===== config.mk =====
export PLATFORM = sky130hd
export DESIGN_NAME = line_segment_window_clipper
export DESIGN_NICKNAME = d
export VERILOG_FILES = /design/src/lswc_pkg.sv /design/src/line_segment_window_clipper.sv /design/src/lswc_front.sv /design/src/lswc_div.sv /design/src/lswc_back.sv
export SDC_FILE = /design/constraint.sdc
export NUM_CORES = 2
export LEC_CHECK = 0
export BUFFER_PORTS_ARGS = -buffer_cell sky130_fd_sc_hd__buf_4
export CAP_MARGIN = 25
export CELL_PAD_IN_SITES_DETAIL_PLACEMENT = 2
export CELL_PAD_IN_SITES_GLOBAL_PLACEMENT = 2
export CORE_UTILIZATION = 45
export DETAILED_ROUTE_END_ITERATION = 7
export PLACE_DENSITY = 0.85
export SKIP_CTS_REPAIR_TIMING = 1
export SLEW_MARGIN = 20
export SYNTH_ARGS = -nofsm -noshare
export SYNTH_HDL_FRONTEND = slang
export SYNTH_SLANG_ARGS = --single-unit

===== constraint.sdc =====
create_clock -name clk -period 21.4 [get_ports clk]
set_clock_uncertainty 0.05 [all_clocks]
set_input_delay 2.14 -clock clk [delete_from_list [all_inputs] [get_ports clk]]
set_output_delay 2.14 -clock clk [all_outputs]
set_load 0.05 [all_outputs]

===== src/lswc_pkg.sv =====
// Shared types, constants and codes for the line segment window clipper.
package lswc_pkg;

  localparam int CW     = 16;          // coordinate width, Q3.12
  localparam int DW     = CW + 1;      // width of a coordinate difference
  localparam int U_BITS = 28;          // fraction bits of a segment parameter
  localparam int UW     = U_BITS + 1;  // parameter in [0, 1.0] plus one
  localparam int RW     = UW + 1;      // signed, saturated division result
  localparam int PW     = UW + 1 + DW; // interpolation product
  localparam int CNTW   = $clog2(UW);
  localparam int CS_MAX_MOVES = 4;

  localparam logic [UW-1:0] U_ONE = UW'(1) << U_BITS;

  localparam logic [1:0] KIND_REJECT = 2'd0;
  localparam logic [1:0] KIND_LB     = 2'd1;
  localparam logic [1:0] KIND_CS     = 2'd2;

  localparam logic [3:0] OC_LEFT   = 4'b0001;
  localparam logic [3:0] OC_RIGHT  = 4'b0010;
  localparam logic [3:0] OC_BOTTOM = 4'b0100;
  localparam logic [3:0] OC_TOP    = 4'b1000;

  localparam logic [2:0] REG_XMIN = 3'd0;
  localparam logic [2:0] REG_YMIN = 3'd1;
  localparam logic [2:0] REG_XMAX = 3'd2;
  localparam logic [2:0] REG_YMAX = 3'd3;
  localparam logic [2:0] REG_MODE = 3'd4;

  typedef logic signed [CW-1:0] coord_t;
  typedef logic signed [DW-1:0] diff_t;

  typedef struct packed {
    coord_t xmin;
    coord_t ymin;
    coord_t xmax;
    coord_t ymax;
    logic   mode;
  } cfg_t;

  typedef struct packed {
    logic [1:0] kind;
    coord_t     ax;
    coord_t     ay;
    coord_t     bx;
    coord_t     by;
  } seg_t;

  typedef struct packed {
    logic avail;
    seg_t seg;
  } fq_t;

endpackage


===== src/line_segment_window_clipper.sv =====
// Top level of the line segment window clipper: configuration registers, front and back end.
// Clips one segment request against the window in the configuration registers, by
// Liang-Barsky (mode 0) or Cohen-Sutherland (mode 1), and returns one result per
// request. Each division runs on a single iterative divider at one quotient bit a cycle. A
// Liang-Barsky segment needs a division for each edge test (left, right, bottom, top),
// skipped where a direction term is zero, and stops early when an edge test rejects; a
// Cohen-Sutherland segment needs one division per endpoint move, at most four moves, and
// none for a trivial accept or reject. A rejected segment returns visible low and all
// endpoints zero. A two-entry queue in front accepts requests while a segment is clipped, and
// an output register holds a finished result until it is taken. Write the configuration only
// while no request is outstanding.
module line_segment_window_clipper (
  input  logic             clk,
  input  logic             rst,
  input  logic             cfg_we,
  input  logic [2:0]       cfg_index,
  input  logic [15:0]      cfg_wdata,
  input  logic             in_valid,
  output logic             in_ready,
  input  lswc_pkg::coord_t start_x,
  input  lswc_pkg::coord_t start_y,
  input  lswc_pkg::coord_t end_x,
  input  lswc_pkg::coord_t end_y,
  output logic             out_valid,
  input  logic             out_ready,
  output logic             visible,
  output lswc_pkg::coord_t clip_start_x,
  output lswc_pkg::coord_t clip_start_y,
  output lswc_pkg::coord_t clip_end_x,
  output lswc_pkg::coord_t clip_end_y
);
  import lswc_pkg::*;

  cfg_t cfg;
  fq_t  head;
  logic pop;

  always_ff @(posedge clk) begin
    if (rst) begin
      cfg.xmin <= -coord_t'(4096);
      cfg.ymin <= -coord_t'(4096);
      cfg.xmax <= coord_t'(4096);
      cfg.ymax <= coord_t'(4096);
      cfg.mode <= 1'b0;
    end else if (cfg_we) begin
      case (cfg_index)
        REG_XMIN: cfg.xmin <= cfg_wdata;
        REG_YMIN: cfg.ymin <= cfg_wdata;
        REG_XMAX: cfg.xmax <= cfg_wdata;
        REG_YMAX: cfg.ymax <= cfg_wdata;
        REG_MODE: cfg.mode <= cfg_wdata[0];
        default: ;
      endcase
    end
  end

  lswc_front u_front (
    .clk      (clk),
    .rst      (rst),
    .cfg      (cfg),
    .in_valid (in_valid),
    .in_ready (in_ready),
    .start_x  (start_x),
    .start_y  (start_y),
    .end_x    (end_x),
    .end_y    (end_y),
    .head     (head),
    .pop      (pop)
  );

  lswc_back u_back (
    .clk          (clk),
    .rst          (rst),
    .cfg          (cfg),
    .head         (head),
    .pop          (pop),
    .out_valid    (out_valid),
    .out_ready    (out_ready),
    .visible      (visible),
    .clip_start_x (clip_start_x),
    .clip_start_y (clip_start_y),
    .clip_end_x   (clip_end_x),
    .clip_end_y   (clip_end_y)
  );

endmodule


===== src/lswc_front.sv =====
// Front end: accepts segment requests, classifies them and queues them for the back end.
module lswc_front (
  input  logic            clk,
  input  logic            rst,
  input  lswc_pkg::cfg_t  cfg,
  input  logic            in_valid,
  output logic            in_ready,
  input  lswc_pkg::coord_t start_x,
  input  lswc_pkg::coord_t start_y,
  input  lswc_pkg::coord_t end_x,
  input  lswc_pkg::coord_t end_y,
  output lswc_pkg::fq_t   head,
  input  logic            pop
);
  import lswc_pkg::*;

  seg_t       slot [2];
  logic       wr_ptr;
  logic       rd_ptr;
  logic [1:0] count;
  logic       push;
  logic [1:0] kind;

  assign in_ready = (count != 2'd2);
  assign push     = in_valid && in_ready;

  always_comb begin
    if ((cfg.xmin > cfg.xmax) || (cfg.ymin > cfg.ymax)) begin
      kind = KIND_REJECT;
    end else if (cfg.mode) begin
      kind = KIND_CS;
    end else begin
      kind = KIND_LB;
    end
  end

  always_ff @(posedge clk) begin
    if (push) begin
      slot[wr_ptr] <= '{kind: kind, ax: start_x, ay: start_y, bx: end_x, by: end_y};
    end
  end

  always_ff @(posedge clk) begin
    if (rst) begin
      wr_ptr <= 1'b0;
      rd_ptr <= 1'b0;
      count  <= 2'd0;
    end else begin
      if (push) begin
        wr_ptr <= ~wr_ptr;
      end
      if (pop) begin
        rd_ptr <= ~rd_ptr;
      end
      count <= count + 2'(push) - 2'(pop);
    end
  end

  assign head.avail = (count != 2'd0);
  assign head.seg   = slot[rd_ptr];

endmodule


===== src/lswc_div.sv =====
// Iterative divider giving q * 2^28 / p, one quotient bit a cycle, saturated beyond 1.0.
module lswc_div (
  input  logic                       clk,
  input  logic                       rst,
  input  logic                       start,
  input  lswc_pkg::diff_t            num,
  input  lswc_pkg::diff_t            den,
  output logic                       done,
  output logic signed [lswc_pkg::RW-1:0] res
);
  import lswc_pkg::*;

  logic            busy;
  logic [CNTW-1:0] cnt;
  logic [DW:0]     rem;
  logic [DW-1:0]   da;
  logic [UW-1:0]   mag;
  logic            neg;
  logic [DW-1:0]   na_in;
  logic [DW-1:0]   da_in;
  logic            ge;
  logic [DW:0]     rem_sub;
  logic [UW-1:0]   mag_next;

  assign na_in    = num[DW-1] ? DW'(-num) : DW'(num);
  assign da_in    = den[DW-1] ? DW'(-den) : DW'(den);
  assign ge       = (rem >= {1'b0, da});
  assign rem_sub  = ge ? (rem - {1'b0, da}) : rem;
  assign mag_next = {mag[UW-2:0], ge};

  always_ff @(posedge clk) begin
    if (rst) begin
      busy <= 1'b0;
      done <= 1'b0;
    end else begin
      done <= 1'b0;
      if (start) begin
        neg <= num[DW-1] ^ den[DW-1];
        da  <= da_in;
        // A ratio above one only has to compare as above one, so it is saturated.
        if (na_in > da_in) begin
          res  <= (num[DW-1] ^ den[DW-1]) ? -$signed({1'b0, U_ONE + UW'(1)})
                                          : $signed({1'b0, U_ONE + UW'(1)});
          done <= 1'b1;
        end else begin
          busy <= 1'b1;
          rem  <= {1'b0, na_in};
          mag  <= '0;
          cnt  <= '0;
        end
      end else if (busy) begin
        mag <= mag_next;
        rem <= {rem_sub[DW-1:0], 1'b0};
        cnt <= cnt + CNTW'(1);
        if (cnt == CNTW'(UW - 1)) begin
          busy <= 1'b0;
          done <= 1'b1;
          res  <= neg ? -$signed({1'b0, mag_next}) : $signed({1'b0, mag_next});
        end
      end
    end
  end

endmodule


===== src/lswc_back.sv =====
// Back end: runs the clipping sequence on a shared divider and multiplier, holds the result.
module lswc_back (
  input  logic             clk,
  input  logic             rst,
  input  lswc_pkg::cfg_t   cfg,
  input  lswc_pkg::fq_t    head,
  output logic             pop,
  output logic             out_valid,
  input  logic             out_ready,
  output logic             visible,
  output lswc_pkg::coord_t clip_start_x,
  output lswc_pkg::coord_t clip_start_y,
  output lswc_pkg::coord_t clip_end_x,
  output lswc_pkg::coord_t clip_end_y
);
  import lswc_pkg::*;

  localparam logic [3:0] S_IDLE    = 4'd0;
  localparam logic [3:0] S_LB_TEST = 4'd1;
  localparam logic [3:0] S_LB_WAIT = 4'd2;
  localparam logic [3:0] S_LB_S1   = 4'd3;
  localparam logic [3:0] S_LB_S2   = 4'd4;
  localparam logic [3:0] S_LB_S3   = 4'd5;
  localparam logic [3:0] S_LB_E1   = 4'd6;
  localparam logic [3:0] S_LB_E2   = 4'd7;
  localparam logic [3:0] S_LB_E3   = 4'd8;
  localparam logic [3:0] S_CS_TEST = 4'd9;
  localparam logic [3:0] S_CS_WAIT = 4'd10;
  localparam logic [3:0] S_CS_MOVE = 4'd11;
  localparam logic [3:0] S_DONE    = 4'd12;

  logic [3:0]    state;
  coord_t        ax, ay, bx, by, ox, oy;
  diff_t         dx, dy;
  logic [1:0]    k, k1, k2;
  logic [UW-1:0] u1, u2;
  logic [2:0]    moves;
  logic          vis_r;
  logic          cs_first;
  logic          cs_yedge;
  coord_t        cs_edge;
  logic signed [PW-1:0] prod;
  logic signed [PW-1:0] prod_full;

  diff_t         lb_p, lb_q;
  logic [3:0]    c1, c2, oc;
  logic          n_yedge;
  coord_t        n_edge;
  coord_t        s0, s1;
  diff_t         cs_den, cs_num;
  coord_t        o0, o1;
  coord_t        other;
  logic [UW-1:0] t_clamp;
  logic [UW-1:0] mul_u;
  diff_t         mul_d;
  logic          div_start;
  diff_t         div_num, div_den;
  logic          div_done;
  logic signed [RW-1:0] div_res;
  logic signed [RW-1:0] u1s, u2s;
  logic          load_out;

  function automatic coord_t rnd(input logic signed [PW-1:0] t, input coord_t base);
    logic [PW-1:0] m;
    logic [PW-1:0] s;
    logic [CW-1:0] mm;
    m  = t[PW-1] ? PW'(-t) : PW'(t);
    s  = (m + (PW'(1) << (U_BITS - 1))) >> U_BITS;
    mm = s[CW-1:0];
    return t[PW-1] ? coord_t'(base - mm) : coord_t'(base + mm);
  endfunction

  function automatic logic [3:0] outcode(input coord_t x, input coord_t y, input cfg_t c);
    logic [3:0] r;
    r = 4'b0000;
    if (x < c.xmin) begin
      r = r | OC_LEFT;
    end else if (x > c.xmax) begin
      r = r | OC_RIGHT;
    end
    if (y < c.ymin) begin
      r = r | OC_BOTTOM;
    end else if (y > c.ymax) begin
      r = r | OC_TOP;
    end
    return r;
  endfunction

  function automatic coord_t edge_of(input logic [1:0] idx, input cfg_t c);
    coord_t e;
    case (idx)
      2'd0:    e = c.xmin;
      2'd1:    e = c.xmax;
      2'd2:    e = c.ymin;
      default: e = c.ymax;
    endcase
    return e;
  endfunction

  // Liang-Barsky edge test k: p is the direction term, q the distance to the edge.
  always_comb begin
    case (k)
      2'd0: begin
        lb_p = -dx;
        lb_q = diff_t'(ax) - diff_t'(cfg.xmin);
      end
      2'd1: begin
        lb_p = dx;
        lb_q = diff_t'(cfg.xmax) - diff_t'(ax);
      end
      2'd2: begin
        lb_p = -dy;
        lb_q = diff_t'(ay) - diff_t'(cfg.ymin);
      end
      default: begin
        lb_p = dy;
        lb_q = diff_t'(cfg.ymax) - diff_t'(ay);
      end
    endcase
  end

  // Cohen-Sutherland: the endpoint with the larger outcode moves onto one edge.
  always_comb begin
    c1 = outcode(ax, ay, cfg);
    c2 = outcode(bx, by, cfg);
    oc = (c2 > c1) ? c2 : c1;
    if ((oc & OC_TOP) != 4'b0000) begin
      n_yedge = 1'b1;
      n_edge  = cfg.ymax;
    end else if ((oc & OC_BOTTOM) != 4'b0000) begin
      n_yedge = 1'b1;
      n_edge  = cfg.ymin;
    end else if ((oc & OC_RIGHT) != 4'b0000) begin
      n_yedge = 1'b0;
      n_edge  = cfg.xmax;
    end else begin
      n_yedge = 1'b0;
      n_edge  = cfg.xmin;
    end
    s0     = n_yedge ? ay : ax;
    s1     = n_yedge ? by : bx;
    cs_den = diff_t'(s1) - diff_t'(s0);
    cs_num = diff_t'(n_edge) - diff_t'(s0);
    o0     = cs_yedge ? ax : ay;
    o1     = cs_yedge ? bx : by;
    other  = rnd(prod, o0);
    if (div_res[RW-1]) begin
      t_clamp = '0;
    end else if (div_res > $signed({1'b0, U_ONE})) begin
      t_clamp = U_ONE;
    end else begin
      t_clamp = div_res[UW-1:0];
    end
  end

  always_comb begin
    case (state)
      S_LB_S2: begin
        mul_u = u1;
        mul_d = dy;
      end
      S_LB_E1: begin
        mul_u = u2;
        mul_d = dx;
      end
      S_LB_E2: begin
        mul_u = u2;
        mul_d = dy;
      end
      S_CS_WAIT: begin
        mul_u = t_clamp;
        mul_d = diff_t'(o1) - diff_t'(o0);
      end
      default: begin
        mul_u = u1;
        mul_d = dx;
      end
    endcase
  end

  assign prod_full = $signed({1'b0, mul_u}) * mul_d;

  assign div_start = ((state == S_LB_TEST) && (lb_p != '0)) ||
                     ((state == S_CS_TEST) && ((c1 | c2) != 4'b0000) &&
                      ((c1 & c2) == 4'b0000) && (moves < 3'(CS_MAX_MOVES)) &&
                      (cs_den != '0));
  assign div_num   = (state == S_CS_TEST) ? cs_num : lb_q;
  assign div_den   = (state == S_CS_TEST) ? cs_den : lb_p;

  lswc_div u_div (
    .clk   (clk),
    .rst   (rst),
    .start (div_start),
    .num   (div_num),
    .den   (div_den),
    .done  (div_done),
    .res   (div_res)
  );

  assign u1s      = $signed({1'b0, u1});
  assign u2s      = $signed({1'b0, u2});
  assign pop      = (state == S_IDLE) && head.avail;
  assign load_out = (state == S_DONE) && (!out_valid || out_ready);

  always_ff @(posedge clk) begin
    prod <= prod_full;
  end

  always_ff @(posedge clk) begin
    if (rst) begin
      state <= S_IDLE;
    end else begin
      case (state)
        S_IDLE: begin
          if (head.avail) begin
            ax    <= head.seg.ax;
            ay    <= head.seg.ay;
            bx    <= head.seg.bx;
            by    <= head.seg.by;
            ox    <= head.seg.ax;
            oy    <= head.seg.ay;
            dx    <= diff_t'(head.seg.bx) - diff_t'(head.seg.ax);
            dy    <= diff_t'(head.seg.by) - diff_t'(head.seg.ay);
            k     <= 2'd0;
            k1    <= 2'd0;
            k2    <= 2'd0;
            u1    <= '0;
            u2    <= U_ONE;
            moves <= '0;
            case (head.seg.kind)
              KIND_LB: state <= S_LB_TEST;
              KIND_CS: state <= S_CS_TEST;
              default: begin
                vis_r <= 1'b0;
                state <= S_DONE;
              end
            endcase
          end
        end
        S_LB_TEST: begin
          if (lb_p != '0) begin
            state <= S_LB_WAIT;
          end else if (lb_q[DW-1]) begin
            vis_r <= 1'b0;
            state <= S_DONE;
          end else begin
            k     <= k + 2'd1;
            state <= (k == 2'd3) ? S_LB_S1 : S_LB_TEST;
          end
        end
        S_LB_WAIT: begin
          if (div_done) begin
            k     <= k + 2'd1;
            state <= (k == 2'd3) ? S_LB_S1 : S_LB_TEST;
            if (lb_p[DW-1]) begin
              if (div_res > u2s) begin
                vis_r <= 1'b0;
                state <= S_DONE;
              end else if (div_res > u1s) begin
                u1 <= div_res[UW-1:0];
                k1 <= k;
              end
            end else begin
              if (div_res < u1s) begin
                vis_r <= 1'b0;
                state <= S_DONE;
              end else if (div_res < u2s) begin
                u2 <= div_res[UW-1:0];
                k2 <= k;
              end
            end
          end
        end
        S_LB_S1: begin
          state <= (u1 != '0) ? S_LB_S2 : S_LB_E1;
        end
        S_LB_S2: begin
          ax    <= k1[1] ? rnd(prod, ox) : edge_of(k1, cfg);
          state <= S_LB_S3;
        end
        S_LB_S3: begin
          ay    <= k1[1] ? edge_of(k1, cfg) : rnd(prod, oy);
          state <= S_LB_E1;
        end
        S_LB_E1: begin
          if (u2 != U_ONE) begin
            state <= S_LB_E2;
          end else begin
            vis_r <= 1'b1;
            state <= S_DONE;
          end
        end
        S_LB_E2: begin
          bx    <= k2[1] ? rnd(prod, ox) : edge_of(k2, cfg);
          state <= S_LB_E3;
        end
        S_LB_E3: begin
          by    <= k2[1] ? edge_of(k2, cfg) : rnd(prod, oy);
          vis_r <= 1'b1;
          state <= S_DONE;
        end
        S_CS_TEST: begin
          if ((c1 | c2) == 4'b0000) begin
            vis_r <= 1'b1;
            state <= S_DONE;
          end else if (div_start) begin
            moves    <= moves + 3'd1;
            cs_first <= (oc == c1);
            cs_yedge <= n_yedge;
            cs_edge  <= n_edge;
            state    <= S_CS_WAIT;
          end else begin
            vis_r <= 1'b0;
            state <= S_DONE;
          end
        end
        S_CS_WAIT: begin
          if (div_done) begin
            state <= S_CS_MOVE;
          end
        end
        S_CS_MOVE: begin
          if (cs_first) begin
            ax <= cs_yedge ? other : cs_edge;
            ay <= cs_yedge ? cs_edge : other;
          end else begin
            bx <= cs_yedge ? other : cs_edge;
            by <= cs_yedge ? cs_edge : other;
          end
          state <= S_CS_TEST;
        end
        S_DONE: begin
          if (load_out) begin
            state <= S_IDLE;
          end
        end
        default: state <= S_IDLE;
      endcase
    end
  end

  // Output register: the sequencer moves on while a result waits to be taken.
  always_ff @(posedge clk) begin
    if (load_out) begin
      visible      <= vis_r;
      clip_start_x <= vis_r ? ax : '0;
      clip_start_y <= vis_r ? ay : '0;
      clip_end_x   <= vis_r ? bx : '0;
      clip_end_y   <= vis_r ? by : '0;
    end
  end

  always_ff @(posedge clk) begin
    if (rst) begin
      out_valid <= 1'b0;
    end else if (load_out) begin
      out_valid <= 1'b1;
    end else if (out_ready) begin
      out_valid <= 1'b0;
    end
  end

endmodule


==> results.sh <==
export IMPL_maxSlewHeadroom_pct=9.12
export IMPL_io_buffer_count=154
export IMPL_critPathMaxStageDelay_ps=700
export IMPL_hpwl_um=224000
export IMPL_critPathArrivalTime_ps=15210
export IMPL_htree_num_levels=3
export IMPL_grt_antenna_before_repair=26
export IMPL_synthesis_nets=7562
export IMPL_end_kind="flip-flop"
export IMPL_timing_final_crit_share_pct=68.2
export IMPL_grt_pass1_vias=61200
export IMPL_slew_violations=0
export IMPL_clkSlewWorstSetupHoldPaths_ps=70
export IMPL_synthArstFlopShare_pct=0
export IMPL_fill_cells=13900
export IMPL_cts_buffers=78
export IMPL_wl_um=303000
export IMPL_setup_viol=0
export IMPL_core_area_um2=131000
export IMPL_violations="DRC"
export IMPL_critPathLaunchType="flip-flop"
export IMPL_grt_usage_pct=44.5
export IMPL_cp_data_required_time_ps=22010
export IMPL_grt_setup_unrepaired="false"
export IMPL_grt_use_met2_pct=71.8
export IMPL_synth_cell_area_um2=59700
export IMPL_path_class="reg2reg"
export IMPL_crit_slowest_cell="a21boi_0"
export IMPL_tightest_slew_ps=1360
export IMPL_synth_cell_types=108
export IMPL_die_area_um2=134000
export IMPL_met1_usage_pct=53.3
export IMPL_grt_max_degree=86
export IMPL_max_freq_mhz=68.5
export IMPL_hp_class="reg2reg"
export IMPL_start_util_pct=45.4
export IMPL_syn_inst=6504
export IMPL_cts_max_path_buffers=3
export IMPL_yosysTopAreaCell="edfxtp_1"
export IMPL_cts_sinks=634
export IMPL_netlist_top_cells_area="edfxtp_1, fa_1, ha_1"
export IMPL_crit_path_frequent_cell="o21ai_0"
export IMPL_fin_ws_ps=6810
export IMPL_die_w_um=366
export IMPL_rows=133
export IMPL_die_h_um=366
export IMPL_gr_max_usage_layer="met2"
export IMPL_final_antenna_net_count=0
export IMPL_status="finished with violations"
export IMPL_fin_nets=7661
export IMPL_synth_flop_cell="edfxtp_1"
export IMPL_area_delta_synth_final_pct=10.6
export IMPL_tns_ps=0
export IMPL_dr_pass1_iters=8
export IMPL_yosysWarnings=0
export IMPL_drv_cap=0
export IMPL_timing_final_crit_period_ps=14590
export IMPL_num_vias=55400
export IMPL_drt_iter0_drc=5813
export IMPL_tritoncts="yes"
export IMPL_place_congestion=0.978
export IMPL_worstPathMaxFanout=70
export IMPL_grt_pass1_wl_um=434000
export IMPL_synth_top_area_share_pct=25.8
export IMPL_wl_per_cell_um=35.9
export IMPL_synth_edf_count=512
export IMPL_drive_gt1_share_pct=8.90
export IMPL_clk_latency_ps=740
export IMPL_ys_ff_latch=634
export IMPL_drcViolationCount=2
export IMPL_ios=155
export IMPL_grt_met3_usage_pct=9.12
export IMPL_syn_avg_cell_area_um2=9.18
export IMPL_place_ws_ps=7440
export IMPL_clock_root_buffer="clkbuf_16"
export IMPL_timing_hold_violations_final=0
export IMPL_gr_total_overflow=0
export IMPL_viasPerCell=6.57
export IMPL_ys_seq_area_share_pct=29.8
cell type report:
cell class	instances	area, um^2	share of cell area (%)
Antenna cell	13	32.5	0.0493
Clock buffer	102	2190	3.31
Clock inverter	40	452	0.684
Inverter	767	2880	4.36
Multi-Input combinational cell	4833	38200	57.9
Sequential cell	634	17800	27.0
Tap cell	1755	2200	3.33
Timing Repair Buffer	289	2210	3.35
worst paths after layout:
path                                         to  cells past startpoint  slack, ps       startpoint
worst min register to register          cfg[58]                      2        470          cfg[58]
worst max register to register  u_back.prod[43]                     48       6810  u_back.cs_yedge
worst min-delay path                    cfg[58]                      2        470          cfg[58]
worst max-delay path            u_back.prod[43]                     48       6810  u_back.cs_yedge
per-layer routing:
metal / up-vias / part of all wire [%]
met4: 12 / 7.9
met1: 28400 / 37
met2: 3206 / 46
met3: 1133 / 8.6
li1: 22600 / -
met5: - / 0.028
through the flow:
stage          util, %  cell area [um^2]  std cells  hold slack (ps)
3_3_place_gp      48.1             63200       8270              431
3_5_place_dp      48.1             63300       8273              459
2_1_floorplan        -             59700       6504              374
5_1_grt           50.2             66000       8420              495
6_report          50.2             66000       8433              475
4_1_cts           50.1             65900       8415              472
registers in the layout, summed over array words and instances (netlist names), 17 cells and up, named ones only:
signal,cells
u_back.u_div.rem,18
cfg,65
u_back.u1,29
u_back.u_div.da,17
u_back.dy,17
u_back.u2,29
u_front.slot,132
u_back.dx,17
u_back.u_div.res,30
u_back.u_div.mag,28
u_back.prod,45
cells by family after synthesis:
| logic type | share of synthesized area, % |
|---|---|
| muxes | 2.71 |
| AOI/OAI and AO/OA | 15.3 |
| and+or+nand+nor | 15.6 |
| adders and majority gates | 25.6 |
| DFF | 29.8 |
| xor gates and xnor gates | 4.29 |
| buffers and inverters | 6.59 |
placed cells by master, fill, tap and decap left out, types with 17 or more instances in the layout:
master     count
a21boi_0      55
a221oi_1      17
edfxtp_1     512
o21ai_0      270
or3_1         22
nor2b_1       75
inv_1        765
nand2_1      730
xor2_1       118
or2_2         19
o31ai_1       24
buf_4        282
a211oi_1      57
and3_1        25
ha_1         554
mux2_2        69
xnor2_1      171
a22oi_1       27
a21oi_1      437
o21bai_1      29
dfxtp_1      120
nor3_1        55
fa_1         416
o211ai_1      68
nor4_1        46
nand2b_1     100
mux2i_1       70
o21a_1        36
a211o_1       19
nand4_1       55
clkbuf_16     82
a21o_1       150
nor2_1       534
nand3_1       99
a31oi_1       33
and2_1       157
Yosys cell counts (all sizes together), types with 12 or more instances:
master	instances
inv	767
nand2	732
ha	554
nor2	543
edfxtp	512
a21oi	452
fa	416
o21ai	283
clkbuf	236
xnor2	172
and2	158
a21o	150
dfxtp	122
xor2	119
nand2b	100
nand3	99
mux2	80
nor2b	76
mux2i	71
o211ai	70
nor3	61
a211oi	59
a21boi	56
nand4	56
nor4	48
o21a	36
a31oi	34
buf	34
o31ai	30
o21bai	29
a22oi	27
a221oi	26
and3	26
or3	22
a211o	19
or2	19
a222oi	16
nor3b	12
or4	12
worst max-delay path: cells and delay by family, from the launching register on:
kind	cells	cell delay, ps
buf+inv	7	1810
fa+ha+maj	8	4050
flops	1	330
xor+xnor	2	260
compound gates	28	7500
simple gates	3	440
Power is left out: the tool's default activity adds up to more than one toggle a clock period on the data nets, which glitch-free logic cannot reach.
